$ cat src/sv/deadline_ordered_timer_table_defines.svh
// assertion macros for the deadline ordered timer table
`ifndef DEADLINE_ORDERED_TIMER_TABLE_DEFINES_SVH
`define DEADLINE_ORDERED_TIMER_TABLE_DEFINES_SVH

// same-cycle implication, sampled on the rising clock edge
`define DOTT_ASSERT_NOW(lbl, ante, cons, msg) \
    lbl: assert property (@(posedge i_clk) disable iff (!i_rst_n) (ante) |-> (cons)) \
        else $error(msg);

// next-cycle implication
`define DOTT_ASSERT_NEXT(lbl, ante, cons, msg) \
    lbl: assert property (@(posedge i_clk) disable iff (!i_rst_n) (ante) |=> (cons)) \
        else $error(msg);

`endif

$ cat src/sv/dott_pkg.sv
// shared constants for the deadline ordered timer table
package dott_pkg;
    localparam int unsigned CMD_W  = 2;
    localparam int unsigned KIND_W = 3;
    localparam int unsigned HDL_W  = 4;
    localparam int unsigned WORD_W = 32;

    typedef logic [CMD_W-1:0]  t_cmd;
    typedef logic [KIND_W-1:0] t_kind;
    typedef logic [HDL_W-1:0]  t_hdl;
    typedef logic [WORD_W-1:0] t_word;

    localparam t_cmd CMD_TICK   = 2'd0;
    localparam t_cmd CMD_CREATE = 2'd1;
    localparam t_cmd CMD_DELETE = 2'd2;
    localparam t_cmd CMD_RSVD   = 2'd3;

    localparam t_kind K_CREATED  = 3'd0;
    localparam t_kind K_ZERO     = 3'd1;
    localparam t_kind K_FULL     = 3'd2;
    localparam t_kind K_DELETED  = 3'd3;
    localparam t_kind K_NOTFOUND = 3'd4;
    localparam t_kind K_EXPIRED  = 3'd5;
    localparam t_kind K_DONE     = 3'd6;
endpackage

$ cat src/sv/dott_if.sv
// request and result channel interfaces
interface dott_in_if;
    import dott_pkg::*;
    logic  valid;
    logic  ready;
    t_cmd  command;
    t_word delay;
    t_hdl  handle;
    t_word user_tag;
    modport source (output valid, command, delay, handle, user_tag, input ready);
    modport sink   (input valid, command, delay, handle, user_tag, output ready);
endinterface

interface dott_out_if;
    import dott_pkg::*;
    logic  valid;
    logic  ready;
    t_kind kind;
    t_hdl  slot;
    t_word tag_out;
    t_word deadline_out;
    t_word tick_now;
    logic  last;
    modport source (output valid, kind, slot, tag_out, deadline_out, tick_now, last,
                    input ready);
    modport sink   (input valid, kind, slot, tag_out, deadline_out, tick_now, last,
                    output ready);
endinterface

$ cat src/sv/dott_ram.sv
// single write port, single registered read port memory
module dott_ram #(
    parameter int unsigned DEPTH = 16,
    parameter int unsigned WIDTH = 32
) (
    input  logic                     i_clk,
    input  logic                     i_we,
    input  logic [$clog2(DEPTH)-1:0] i_waddr,
    input  logic [WIDTH-1:0]         i_wdata,
    input  logic                     i_re,
    input  logic [$clog2(DEPTH)-1:0] i_raddr,
    output logic [WIDTH-1:0]         o_rdata
);
    logic [WIDTH-1:0] r_mem [DEPTH];
    logic [WIDTH-1:0] r_rdata;

    always_ff @(posedge i_clk) begin
        if (i_we) begin
            r_mem[i_waddr] <= i_wdata;
        end
        if (i_re) begin
            r_rdata <= r_mem[i_raddr];
        end
    end

    assign o_rdata = r_rdata;
endmodule

$ cat src/sv/deadline_ordered_timer_table.sv
// top level of the deadline ordered timer table
// usage:
//  requests enter on i_in (valid/ready); command tick, create or delete.
//  results leave on o_out (valid/ready); the final result of a request has last set.
//  one request at a time: i_in.ready is high only while the sequencer is idle.
//  create: a zero delay goes straight to the result, else a scan for a free
//  slot, a walk past earlier ordered entries, a move per later entry, then insert.
//  delete: a search of the ordered entries, a move per later entry, then free.
//  tick: a walk of the ordered entries plus the done result.
//  the order list, deadline and tag memories each have one port pair with a
//  registered read.
//  each result passes through the output register; if the receiver stalls
//  the sequencer waits with the next result and the register holds.
//  reset (synchronous, active low) clears tick count, entry count and the
//  used and armed bits; memories need no clearing, entries are written first.
module deadline_ordered_timer_table #(
    parameter int unsigned TIMER_SLOTS = 16
) (
    input logic         i_clk,
    input logic         i_rst_n,
    dott_in_if.sink     i_in,
    dott_out_if.source  o_out
);
    import dott_pkg::*;

    localparam int unsigned SW = (TIMER_SLOTS > 1) ? $clog2(TIMER_SLOTS) : 1;
    localparam int unsigned CW = $clog2(TIMER_SLOTS + 1);

    localparam logic [4:0] S_IDLE    = 5'd0;
    localparam logic [4:0] S_EMIT    = 5'd1;
    localparam logic [4:0] S_T_ORD   = 5'd2;
    localparam logic [4:0] S_T_SLOT  = 5'd3;
    localparam logic [4:0] S_T_CMP   = 5'd4;
    localparam logic [4:0] S_C_SCAN  = 5'd5;
    localparam logic [4:0] S_C_ORD   = 5'd6;
    localparam logic [4:0] S_C_SLOT  = 5'd7;
    localparam logic [4:0] S_C_CMP   = 5'd8;
    localparam logic [4:0] S_C_SHIFT = 5'd9;
    localparam logic [4:0] S_C_MOVE  = 5'd10;
    localparam logic [4:0] S_C_INS   = 5'd11;
    localparam logic [4:0] S_D_ORD   = 5'd12;
    localparam logic [4:0] S_D_CHK   = 5'd13;
    localparam logic [4:0] S_D_SHIFT = 5'd14;
    localparam logic [4:0] S_D_MOVE  = 5'd15;
    localparam logic [4:0] S_D_FIN   = 5'd16;

    logic [4:0]             r_state, n_state, r_ret, n_ret;
    logic [CW-1:0]          r_i, n_i, r_j, n_j, r_count, n_count;
    logic [SW-1:0]          r_s, n_s;
    t_word                  r_tick, n_tick, r_dl, n_dl, r_tag, n_tag;
    logic [TIMER_SLOTS-1:0] r_used, n_used, r_armed, n_armed;
    t_kind                  r_p_kind, n_p_kind;
    t_hdl                   r_p_slot, n_p_slot;
    t_word                  r_p_tag, n_p_tag, r_p_dl, n_p_dl;
    logic                   r_p_last, n_p_last;

    logic                   r_out_valid, n_out_valid;
    t_kind                  r_out_kind, n_out_kind;
    t_hdl                   r_out_slot, n_out_slot;
    t_word                  r_out_tag, n_out_tag, r_out_dl, n_out_dl;
    t_word                  r_out_tick, n_out_tick;
    logic                   r_out_last, n_out_last;

    logic                   ord_re, ord_we, sl_re, sl_we;
    logic [SW-1:0]          ord_raddr, ord_waddr, ord_wdata, ord_rdata, sl_raddr;
    t_word                  dl_rdata, tag_rdata;
    logic                   in_take, out_free;

    dott_ram #(.DEPTH(TIMER_SLOTS), .WIDTH(SW)) u_order (
        .i_clk(i_clk), .i_we(ord_we), .i_waddr(ord_waddr), .i_wdata(ord_wdata),
        .i_re(ord_re), .i_raddr(ord_raddr), .o_rdata(ord_rdata)
    );
    dott_ram #(.DEPTH(TIMER_SLOTS), .WIDTH(WORD_W)) u_deadline (
        .i_clk(i_clk), .i_we(sl_we), .i_waddr(r_s), .i_wdata(r_dl),
        .i_re(sl_re), .i_raddr(sl_raddr), .o_rdata(dl_rdata)
    );
    dott_ram #(.DEPTH(TIMER_SLOTS), .WIDTH(WORD_W)) u_tag (
        .i_clk(i_clk), .i_we(sl_we), .i_waddr(r_s), .i_wdata(r_tag),
        .i_re(sl_re), .i_raddr(sl_raddr), .o_rdata(tag_rdata)
    );

    assign i_in.ready = (r_state == S_IDLE);
    assign in_take    = i_in.valid && i_in.ready;
    assign out_free   = !r_out_valid || o_out.ready;

    always_comb begin
        n_state = r_state; n_ret = r_ret;
        n_i = r_i; n_j = r_j; n_s = r_s; n_count = r_count;
        n_tick = r_tick; n_dl = r_dl; n_tag = r_tag;
        n_used = r_used; n_armed = r_armed;
        n_p_kind = r_p_kind; n_p_slot = r_p_slot; n_p_tag = r_p_tag;
        n_p_dl = r_p_dl; n_p_last = r_p_last;
        n_out_valid = r_out_valid && !o_out.ready;
        n_out_kind = r_out_kind; n_out_slot = r_out_slot; n_out_tag = r_out_tag;
        n_out_dl = r_out_dl; n_out_tick = r_out_tick; n_out_last = r_out_last;
        ord_re = 1'b0; ord_raddr = r_i[SW-1:0];
        ord_we = 1'b0; ord_waddr = r_j[SW-1:0]; ord_wdata = ord_rdata;
        sl_re = 1'b0; sl_raddr = ord_rdata; sl_we = 1'b0;

        unique case (r_state)
            S_IDLE: begin
                if (in_take) begin
                    n_i = '0;
                    n_p_slot = '0; n_p_tag = '0; n_p_dl = '0; n_p_last = 1'b1;
                    n_ret = S_IDLE;
                    if (i_in.command == CMD_TICK) begin
                        n_tick = r_tick + 1'b1;
                        n_state = S_T_ORD;
                    end else if (i_in.command == CMD_CREATE) begin
                        n_dl = r_tick + i_in.delay;
                        n_tag = i_in.user_tag;
                        if (i_in.delay == '0) begin
                            n_p_kind = K_ZERO;
                            n_state = S_EMIT;
                        end else begin
                            n_state = S_C_SCAN;
                        end
                    end else if (i_in.command == CMD_DELETE) begin
                        n_s = SW'(i_in.handle);
                        if (32'(i_in.handle) < 32'(TIMER_SLOTS)
                                && r_used[SW'(i_in.handle)]) begin
                            n_state = S_D_ORD;
                        end else begin
                            n_p_kind = K_NOTFOUND;
                            n_state = S_EMIT;
                        end
                    end
                end
            end
            S_EMIT: begin
                if (out_free) begin
                    n_out_valid = 1'b1;
                    n_out_kind = r_p_kind; n_out_slot = r_p_slot; n_out_tag = r_p_tag;
                    n_out_dl = r_p_dl; n_out_tick = r_tick; n_out_last = r_p_last;
                    n_state = r_ret;
                end
            end
            S_T_ORD: begin
                if (r_i < r_count) begin
                    ord_re = 1'b1;
                    n_state = S_T_SLOT;
                end else begin
                    n_p_kind = K_DONE; n_p_slot = '0; n_p_tag = '0; n_p_dl = '0;
                    n_p_last = 1'b1; n_ret = S_IDLE;
                    n_state = S_EMIT;
                end
            end
            S_T_SLOT: begin
                sl_re = 1'b1;
                n_s = ord_rdata;
                n_state = S_T_CMP;
            end
            S_T_CMP: begin
                if (dl_rdata > r_tick) begin
                    n_p_kind = K_DONE; n_p_slot = '0; n_p_tag = '0; n_p_dl = '0;
                    n_p_last = 1'b1; n_ret = S_IDLE;
                    n_state = S_EMIT;
                end else begin
                    n_i = r_i + 1'b1;
                    if (r_armed[r_s]) begin
                        n_armed[r_s] = 1'b0;
                        n_p_kind = K_EXPIRED; n_p_slot = HDL_W'(r_s);
                        n_p_tag = tag_rdata; n_p_dl = dl_rdata; n_p_last = 1'b0;
                        n_ret = S_T_ORD;
                        n_state = S_EMIT;
                    end else begin
                        n_state = S_T_ORD;
                    end
                end
            end
            S_C_SCAN: begin
                if (!r_used[r_i[SW-1:0]]) begin
                    n_s = r_i[SW-1:0];
                    n_i = '0;
                    n_state = S_C_ORD;
                end else if (r_i == CW'(TIMER_SLOTS - 1)) begin
                    n_p_kind = K_FULL;
                    n_state = S_EMIT;
                end else begin
                    n_i = r_i + 1'b1;
                end
            end
            S_C_ORD: begin
                if (r_i < r_count) begin
                    ord_re = 1'b1;
                    n_state = S_C_SLOT;
                end else begin
                    n_j = r_count;
                    n_state = S_C_SHIFT;
                end
            end
            S_C_SLOT: begin
                sl_re = 1'b1;
                n_state = S_C_CMP;
            end
            S_C_CMP: begin
                if (dl_rdata >= r_dl) begin
                    n_j = r_count;
                    n_state = S_C_SHIFT;
                end else begin
                    n_i = r_i + 1'b1;
                    n_state = S_C_ORD;
                end
            end
            S_C_SHIFT: begin
                if (r_j > r_i) begin
                    ord_re = 1'b1;
                    ord_raddr = SW'(r_j - 1'b1);
                    n_state = S_C_MOVE;
                end else begin
                    n_state = S_C_INS;
                end
            end
            S_C_MOVE: begin
                ord_we = 1'b1;
                n_j = r_j - 1'b1;
                n_state = S_C_SHIFT;
            end
            S_C_INS: begin
                ord_we = 1'b1;
                ord_waddr = r_i[SW-1:0];
                ord_wdata = r_s;
                sl_we = 1'b1;
                n_used[r_s] = 1'b1;
                n_armed[r_s] = 1'b1;
                n_count = r_count + 1'b1;
                n_p_kind = K_CREATED; n_p_slot = HDL_W'(r_s); n_p_dl = r_dl;
                n_state = S_EMIT;
            end
            S_D_ORD: begin
                if (r_i < r_count) begin
                    ord_re = 1'b1;
                    n_state = S_D_CHK;
                end else begin
                    n_state = S_D_FIN;
                end
            end
            S_D_CHK: begin
                if (ord_rdata == r_s) begin
                    n_j = r_i;
                    n_state = S_D_SHIFT;
                end else begin
                    n_i = r_i + 1'b1;
                    n_state = S_D_ORD;
                end
            end
            S_D_SHIFT: begin
                if (r_j + 1'b1 < r_count) begin
                    ord_re = 1'b1;
                    ord_raddr = SW'(r_j + 1'b1);
                    n_state = S_D_MOVE;
                end else begin
                    n_count = r_count - 1'b1;
                    n_state = S_D_FIN;
                end
            end
            S_D_MOVE: begin
                ord_we = 1'b1;
                n_j = r_j + 1'b1;
                n_state = S_D_SHIFT;
            end
            S_D_FIN: begin
                n_used[r_s] = 1'b0;
                n_armed[r_s] = 1'b0;
                n_p_kind = K_DELETED; n_p_slot = HDL_W'(r_s);
                n_state = S_EMIT;
            end
            default: begin
                n_state = S_IDLE;
            end
        endcase
    end

    always_ff @(posedge i_clk) begin
        if (!i_rst_n) begin
            r_state <= S_IDLE;
            r_ret <= S_IDLE;
            r_count <= '0;
            r_tick <= '0;
            r_used <= '0;
            r_armed <= '0;
            r_out_valid <= 1'b0;
        end else begin
            r_state <= n_state;
            r_ret <= n_ret;
            r_count <= n_count;
            r_tick <= n_tick;
            r_used <= n_used;
            r_armed <= n_armed;
            r_out_valid <= n_out_valid;
        end
    end

    always_ff @(posedge i_clk) begin
        r_i <= n_i; r_j <= n_j; r_s <= n_s; r_dl <= n_dl; r_tag <= n_tag;
        r_p_kind <= n_p_kind; r_p_slot <= n_p_slot; r_p_tag <= n_p_tag;
        r_p_dl <= n_p_dl; r_p_last <= n_p_last;
        r_out_kind <= n_out_kind; r_out_slot <= n_out_slot; r_out_tag <= n_out_tag;
        r_out_dl <= n_out_dl; r_out_tick <= n_out_tick; r_out_last <= n_out_last;
    end

    assign o_out.valid        = r_out_valid;
    assign o_out.kind         = r_out_kind;
    assign o_out.slot         = r_out_slot;
    assign o_out.tag_out      = r_out_tag;
    assign o_out.deadline_out = r_out_dl;
    assign o_out.tick_now     = r_out_tick;
    assign o_out.last         = r_out_last;

`include "deadline_ordered_timer_table_defines.svh"

    `DOTT_ASSERT_NOW(a_count_range, 1'b1, r_count <= CW'(TIMER_SLOTS), "entry count overflow")
    `DOTT_ASSERT_NEXT(a_tick_step, in_take && i_in.command == CMD_TICK, r_tick == $past(r_tick) + 1'b1, "tick not advanced")
    `DOTT_ASSERT_NEXT(a_insert_count, r_state == S_C_INS, r_count == $past(r_count) + 1'b1 && r_used[$past(r_s)], "insert not recorded")
endmodule
$ cat src/flat_wrapper.sv
// flat-port wrapper written by rule: the top's interface ports become plain ports
module deadline_ordered_timer_table_flat import dott_pkg::*;
#(
    parameter int unsigned TIMER_SLOTS = 16
)
  (i_clk, i_rst_n, i_in_valid, i_in_command, i_in_delay, i_in_handle, i_in_user_tag, i_in_ready, o_out_valid, o_out_kind, o_out_slot, o_out_tag_out, o_out_deadline_out, o_out_tick_now, o_out_last, o_out_ready);
  dott_in_if i_in_i ();
  dott_out_if o_out_i ();
  input logic i_clk;
  input logic i_rst_n;
  input wire logic [$bits(i_in_i.valid)-1:0] i_in_valid;
  input wire logic [$bits(i_in_i.command)-1:0] i_in_command;
  input wire logic [$bits(i_in_i.delay)-1:0] i_in_delay;
  input wire logic [$bits(i_in_i.handle)-1:0] i_in_handle;
  input wire logic [$bits(i_in_i.user_tag)-1:0] i_in_user_tag;
  output wire logic [$bits(i_in_i.ready)-1:0] i_in_ready;
  output wire logic [$bits(o_out_i.valid)-1:0] o_out_valid;
  output wire logic [$bits(o_out_i.kind)-1:0] o_out_kind;
  output wire logic [$bits(o_out_i.slot)-1:0] o_out_slot;
  output wire logic [$bits(o_out_i.tag_out)-1:0] o_out_tag_out;
  output wire logic [$bits(o_out_i.deadline_out)-1:0] o_out_deadline_out;
  output wire logic [$bits(o_out_i.tick_now)-1:0] o_out_tick_now;
  output wire logic [$bits(o_out_i.last)-1:0] o_out_last;
  input wire logic [$bits(o_out_i.ready)-1:0] o_out_ready;
  assign i_in_i.valid = i_in_valid;
  assign i_in_i.command = i_in_command;
  assign i_in_i.delay = i_in_delay;
  assign i_in_i.handle = i_in_handle;
  assign i_in_i.user_tag = i_in_user_tag;
  assign i_in_ready = i_in_i.ready;
  assign o_out_valid = o_out_i.valid;
  assign o_out_kind = o_out_i.kind;
  assign o_out_slot = o_out_i.slot;
  assign o_out_tag_out = o_out_i.tag_out;
  assign o_out_deadline_out = o_out_i.deadline_out;
  assign o_out_tick_now = o_out_i.tick_now;
  assign o_out_last = o_out_i.last;
  assign o_out_i.ready = o_out_ready;
  deadline_ordered_timer_table #(.TIMER_SLOTS(TIMER_SLOTS)) u_core (.i_clk(i_clk), .i_rst_n(i_rst_n), .i_in(i_in_i), .o_out(o_out_i));
endmodule
$ cat config.mk
export PLATFORM = sky130hd
export DESIGN_NAME = deadline_ordered_timer_table_flat
export DESIGN_NICKNAME = d
export VERILOG_FILES = /design/src/sv/dott_pkg.sv /design/src/sv/dott_if.sv /design/src/sv/dott_ram.sv /design/src/sv/deadline_ordered_timer_table.sv /design/src/flat_wrapper.sv
export VERILOG_INCLUDE_DIRS = /design/src /design/src/sv
export SDC_FILE = /design/constraint.sdc
export NUM_CORES = 2
export LEC_CHECK = 0
export BUFFER_PORTS_ARGS = -buffer_cell sky130_fd_sc_hd__buf_4
export CAP_MARGIN = 10
export CORE_MARGIN = 4
export CORE_UTILIZATION = 40
export CTS_CLUSTER_DIAMETER = 60
export DETAILED_ROUTE_END_ITERATION = 10
export PLACE_DENSITY = 0.56
export SYNTH_ARGS = -nofsm -noshare
export SYNTH_HDL_FRONTEND = slang
export SYNTH_SLANG_ARGS = --single-unit
$ cat constraint.sdc
create_clock -name i_clk -period 16.3 [get_ports i_clk]
set_clock_uncertainty 0.2 [all_clocks]
set_input_delay 2.445 -clock i_clk [delete_from_list [all_inputs] [get_ports i_clk]]
set_output_delay 2.445 -clock i_clk [all_outputs]
set_load 0.01 [all_outputs]
; ---- After elaboration in Yosys (flattened, before gate mapping)
; Memory sizes are Yosys's and may differ from the RTL's. A register that Yosys moved wholly into a read port is not among the register bits.
; Cells that the tools add are included.
[word_totals]
ram_bits = 1088
memories = 3
regBits = 334
wordCells = 230
rom_bits = 0
latch_bits = 0
input_bits = 74
[memory_table]
columns = name, depth, width, rd, rd_clocked_by_memory_dff, wr, line_no
row1 = u_core.u_deadline.r_mem, 16, 32, 1, 1, 1, dott_ram.sv:14  ; logic [WIDTH-1:0] r_mem [DEPTH];
row2 = u_core.u_tag.r_mem, 16, 32, 1, 1, 1, dott_ram.sv:14
row3 = u_core.u_order.r_mem, 16, 4, 1, 1, 1, dott_ram.sv:14
[op_classes]
n_shift = 0
multipliers = 0
n_div = 0
n_bitwise = 6
mux = 102
addsub = 7
n_eq_ne = 44
n_reduce_logical = 36
n_lt_le_gt_ge = 9
[op_table]
columns = op, count
row1 = 32-bit two-way mux, 6
row2 = 32-bit one-hot mux with 4 select lines, 1
row3 = 5-bit two-way mux, 23
row4 = 32-bit one-hot mux with 3 select lines, 1
row5 = 5-bit one-hot mux with 16 select lines, 1
row6 = 4-bit two-way mux, 16
row7 = 5-bit one-hot mux with 5 select lines, 2
row8 = 16-bit one-hot mux with 3 select lines, 1
row9 = 5-bit by 4-bit == test with 1-bit output (second input constant), 9
row10 = 3-bit two-way mux, 12
row11 = 32-bit by 1-bit adder with 32-bit output (second input constant), 1
row12 = 32-bit adder, 1
row13 = 16-bit AND, 2
row14 = 32-bit >= comparator, 1
row15 = 32-bit greater-than comparator, 1
row16 = 32-bit zero test, 1
row17 = 16-bit two-way mux, 2
row18 = 16-bit bitwise OR, 2
row19 = 16-bit one-hot mux with 2 select lines, 1
row20 = 4-bit AND reduction, 6
row21 = 2-bit != test (second input constant), 11
row22 = 1-bit two-way mux, 21
row23 = 5-bit by 3-bit == test with 1-bit output (second input constant), 4
row24 = 3-bit one-hot mux with 6 select lines, 1
row25 = other kinds (43), 77

; ---- Logic depth before layout (Yosys ltp)
[logic_depth]
word_depth = 9
ltp_mapped = 15
depth_no_buf = 13

; ---- Cells and area by module
; A second synthesis with hierarchy kept.
[unflattened]
hier_cells = 3303
hier_area_um2 = 59768.6
[modules_own_cells]
columns = mod, instances, cells_per_inst, area_each_um2
row1 = dott_ram (u_core.u_deadline ...), 2, 838, 20155.6
row2 = deadline_ordered_timer_table, 1, 1497, 16751.1
row3 = dott_ram (u_core.u_order), 1, 130, 2706.3

; ---- Worst setup path after synthesis
; OpenSTA, ideal clock, no wires.
[synth_timing]
kind = input -> register
from = input o_out_ready
to = register u_core.r_out_dl[0] (netlist: u_core.o_out.deadline_out[0]), enable pin
t_required_ps = 15279
arrival_ps = 12312
path_slack_ps = 2967
n_path_buf = 0
path_stages = 2
path_cell_list = nor2b_1 > nor4_1
[synth_via]
elab_chain_cells = 2
[synth_lines]
columns = item, line_no
row1 = start: declaration, flat_wrapper.sv:24  ; input wire logic [$bits(o_out_i.ready)-1:0] o_out_ready;
row2 = 1-bit logical OR, deadline_ordered_timer_table.sv:84  ; assign out_free = !r_out_valid || o_out.ready;
row3 = 2-bit AND reduction (no line), n/a
row4 = end signal: assignment, deadline_ordered_timer_table.sv:299  ; r_out_dl <= n_out_dl; r_out_tick <= n_out_tick; r_out_last <= n_out_last;
row5 = end: declaration, deadline_ordered_timer_table.sv:60  ; t_word r_out_tag, n_out_tag, r_out_dl, n_out_dl;
; No other way between the ends.
; A chain may end at the register's enable or synchronous reset.

; ---- Worst setup path after layout
[layout_timing]
from = register u_core.u_deadline.r_rdata[31] (netlist: u_core.u_deadline.o_rdata[31]), read port of u_core.u_deadline.r_mem
to = register u_core.r_p_tag[13], enable pin
[layout_via]
elab_chain_cells = 3
[layout_lines]
columns = item, line_no
row1 = start: declaration, dott_ram.sv:15  ; logic [WIDTH-1:0] r_rdata;
row2 = 32-bit greater-than comparator, deadline_ordered_timer_table.sv:154  ; if (dl_rdata > r_tick) begin
row3 = 3-bit by 1-bit != test with 1-bit output (no line), n/a
row4 = 4-bit AND reduction (no line), n/a
row5 = end signal: assignment, deadline_ordered_timer_table.sv:296  ; r_p_kind <= n_p_kind; r_p_slot <= n_p_slot; r_p_tag <= n_p_tag;
row6 = end: declaration, deadline_ordered_timer_table.sv:54  ; t_word r_p_tag, n_p_tag, r_p_dl, n_p_dl;
; No other way between the ends.

==> results by group <==
Logic synthesis
  – Post-synth EDFFs: 1410
  – Mapped cell area: about 0.06 mm^2
  – Syn Inst Count: 3155
  – Netlist cell types: 80
  – Post-synth ARST share: 0%
  – Synth Flop Type: edfxtp_1
  – Syn Nets: around 3400
  – Seq/Total Area, Yosys: 73.3%
  – Mapped Avg Cell Area: ~19 um^2
  – Top-area cell type share of the netlist area: 70.8%
  – Post-synth top area cell: edfxtp_1
  – Synth warn: 0
  – Synth Register Bits: roughly 1500
  – Synth area leaders: edfxtp_1 71%, mux4_2 13%, dfxtp_1 2.5%

Timing
  – Minimum clock period: 5220 ps
  – TNS Setup: 0 ps
  – RSZ-0062 raised after global routing: no
  – Max Clk Rate: 192 MHz
  – Fin. Hold Viols: 0
  – Max-slew violation count: 0
  – Final setup vio count: 0
  – Fin crit share: 32.0%
  – Worst-Margin Slew: roughly 1100 ps
  – Slew Limit Headroom: between 20% and 30%

Floorplanning
  – Initial core utilization: slightly above 40%
  – Core Region: 0.148 mm^2
  – Die area: 0.156 mm^2
  – Die width: ~400 um
  – Core Rows: 141
  – Chip height: between 300 and 400 um
  – # IOs: 180

Min path
  – Hold path cells: 0
  – Worst min path class: flip-flop to flip-flop
  – Hold Path End: u_core.o_out.slot[1]
  – Hold_sp: u_core.r_p_slot[1]

Setup path
  – Critical Path AT: about 5400 ps
  – Critical Path RT: 16510 ps
  – CP Capture Type: flip-flop
  – Setup crit start kind: flip-flop
  – R2r endpoint: u_core.r_p_tag[13]
  – CP max FO: 30
  – Worst Setup Path Type: flip-flop to flip-flop
  – Cell count of the worst reg-to-reg path: 11
  – Reg2reg start: u_core.u_deadline.o_rdata[31]
  – Reg2Reg Setup Slack: 11080 ps

GRT
  – Tot GR Track Use: a little under a fifth
  – Vias in the first global route: 31100
  – Initial antenna violation count: 3
  – Pin count of the biggest net entering global routing: 136
  – First-pass GRT wire length: 214 mm
  – Gr ovfl total: 0

Final layout
  – Share of cells above drive strength 1: 24.3%
  – Util after Layout: 46.6%
  – Area delta synth->final: 15.6%
  – Nets@finish: 3615
  – Final-layout fill cell count: 12500

Clock tree
  – CTS Hold Buffers Added: 0
  – H-tree levels: 4
  – Max Root-Sink Buffers: 3
  – Reg clk slew, reported paths: 60 ps
  – Inserted Clock Buffers: 165
  – Clock Latency Late Sink: 780 ps
  – Clock sinks: 1486
  – Post-CTS Resized: 0
  – CTS tree: built
  – Clk root buf: clkbuf_16
  – Post-CTS setup buffers: 0

Drt
  – Wire length per cell: 26.7 um
  – Initial DRT Pass Iterations: 5
  – Routed wire length: 146 mm
  – DRC: 0
  – Vias: 30400
  – Initial DRC count: 2644
  – Vias/cell: 5.53
  – Routed Antenna Nets: 0

Power and ir drop
  – Static leakage: roughly 23 nW
  – Worst vdd ir: 0.102 mV
  – Power per Cell Area: between 100 and 150 mW/mm^2

Flow run
  – Max Cap Viol: 0

Placement
  – DP HPWL: 80.4 mm
  – Port bufs: 179
  – GPL Wtd Cong: 0.873

Outcome
  – Status: complete, no violations
==> cells in the final DEF (no fill, tap or decap), types with 17 or more instances in the layout <==
master	count
edfxtp_1	1410
mux4_2	334
buf_4	227
clkbuf_16	170
nand2_1	131
ha_1	119
inv_1	101
o21ai_0	89
nor2_1	86
a21oi_1	78
dfxtp_1	76
and2_1	75
xnor2_1	71
nand3_1	53
mux2i_1	39
a21o_1	36
clkbuf_1	36
nor3_1	30
clkinv_1	30
and3_1	24
clkinv_2	23
nor2_4	18
bufinv_16	17
==> kinds of logic (layout without fill, tap and decap cells) <==
family,after synthesis,count (layout),share of synthesized area (%)
other,0,4,0
multiplexers,382,382,13.4
adder cells (fa/ha/maj),121,121,2.56
AND/OR/NAND/NOR,505,505,4.22
flip-flops,1486,1486,73.3
AO/OA/AOI/OAI,345,345,3.80
buffers and inverters,238,639,1.53
XOR/XNOR,78,78,1.14
==> critical path, cell delays in order, from the launching register on <==
cell,delay (ps)
edfxtp_1,550
ha_1,380
nand4_1,120
or2_2,330
nor3_1,760
a21boi_0,260
nor4_1,120
o21ba_4,390
inv_1,300
nor2_1,210
nor2_4,630
buf_4,510
==> routing by layer <==
layer	GRT usage (%)	up-vias	share of wire, %
met1	26.8	16000	46
met3	2.99	193	4.8
met5	0	-	0
met2	29.8	886	48
met4	4.68	0	1.9
li1	-	13300	-
==> where the power goes <==
group,leakage (nW),switching [mW],internal [mW],total (mW)
logic,6.79,0.149,0.102,0.251
registers,13.4,0.0495,4.22,4.27
clock network,2.66,1.52,2.21,3.73
total,22.9,1.72,6.52,8.25
==> synthesized netlist by cell type, types with 16 or more instances <==
cell	count
nand3_1	54
a21oi_1	79
ha_1	119
edfxtp_1	1410
nor2_1	104
nand4_1	16
dfxtp_1	76
o221a_2	16
xnor2_1	71
mux2i_1	39
buf_1	31
mux4_2	334
and2_1	75
and3_1	25
o21ai_0	89
a21o_1	36
nor3_1	30
clkbuf_1	96
nor2b_1	16
nand2_1	131
inv_1	101
==> cell type report <==
type	instances	area, um^2	area share (%)
Inverter	105	394	0.570
Multi-Input combinational cell	1431	15200	22.0
Antenna cell	4	10.0	0.0145
Clock buffer	209	4430	6.41
Sequential cell	1486	43900	63.5
Timing Repair Buffer	231	1780	2.58
Clock inverter	94	1010	1.46
Tap cell	1930	2410	3.49
==> how the worst max path moves through the flow <==
stage	depth (start not counted)	from	endpoint
6_report	11	u_core.u_deadline.o_rdata[31]	u_core.r_p_tag[13]
5_1_grt	5	u_core.u_order.o_rdata[0]	u_core.u_deadline.o_rdata[12]
4_1_cts	11	u_core.u_deadline.o_rdata[31]	u_core.r_p_tag[12]
3_5_place_dp	11	i_in_delay[1]	u_core.r_dl[27]
3_3_place_gp	11	i_in_delay[1]	u_core.r_dl[27]
2_1_floorplan	2	o_out_ready	u_core.o_out.deadline_out[0]
==> sequential cells by signal (all words and copies together), names as in the netlist, 32 cells and up, named ones only <==
name / flops
u_core.u_order.r_mem: 64
u_core.o_out.tick_now: 32
u_core.u_deadline.o_rdata: 32
u_core.o_out.tag_out: 32
u_core.u_tag.o_rdata: 32
u_core.r_p_tag: 32
u_core.r_tick: 32
u_core.u_deadline.r_mem: 512
u_core.o_out.deadline_out: 32
u_core.u_tag.r_mem: 512
u_core.r_dl: 32
u_core.r_tag: 32
u_core.r_p_dl: 32
==> per-stage QoR <==
stage	setup WS, ps	total power [mW]	std cells	instance area, um^2	hold slack (ps)
2_1_floorplan	2970	4.48	3155	59800	200
3_3_place_gp	10500	4.60	5183	63700	203
3_5_place_dp	10490	4.60	5183	63700	205
4_1_cts	11060	8.34	5486	69100	205
5_1_grt	10790	8.52	5487	69100	198
6_report	11080	8.25	5490	69100	203
Note: power is estimated with default switching activity, not from simulation.
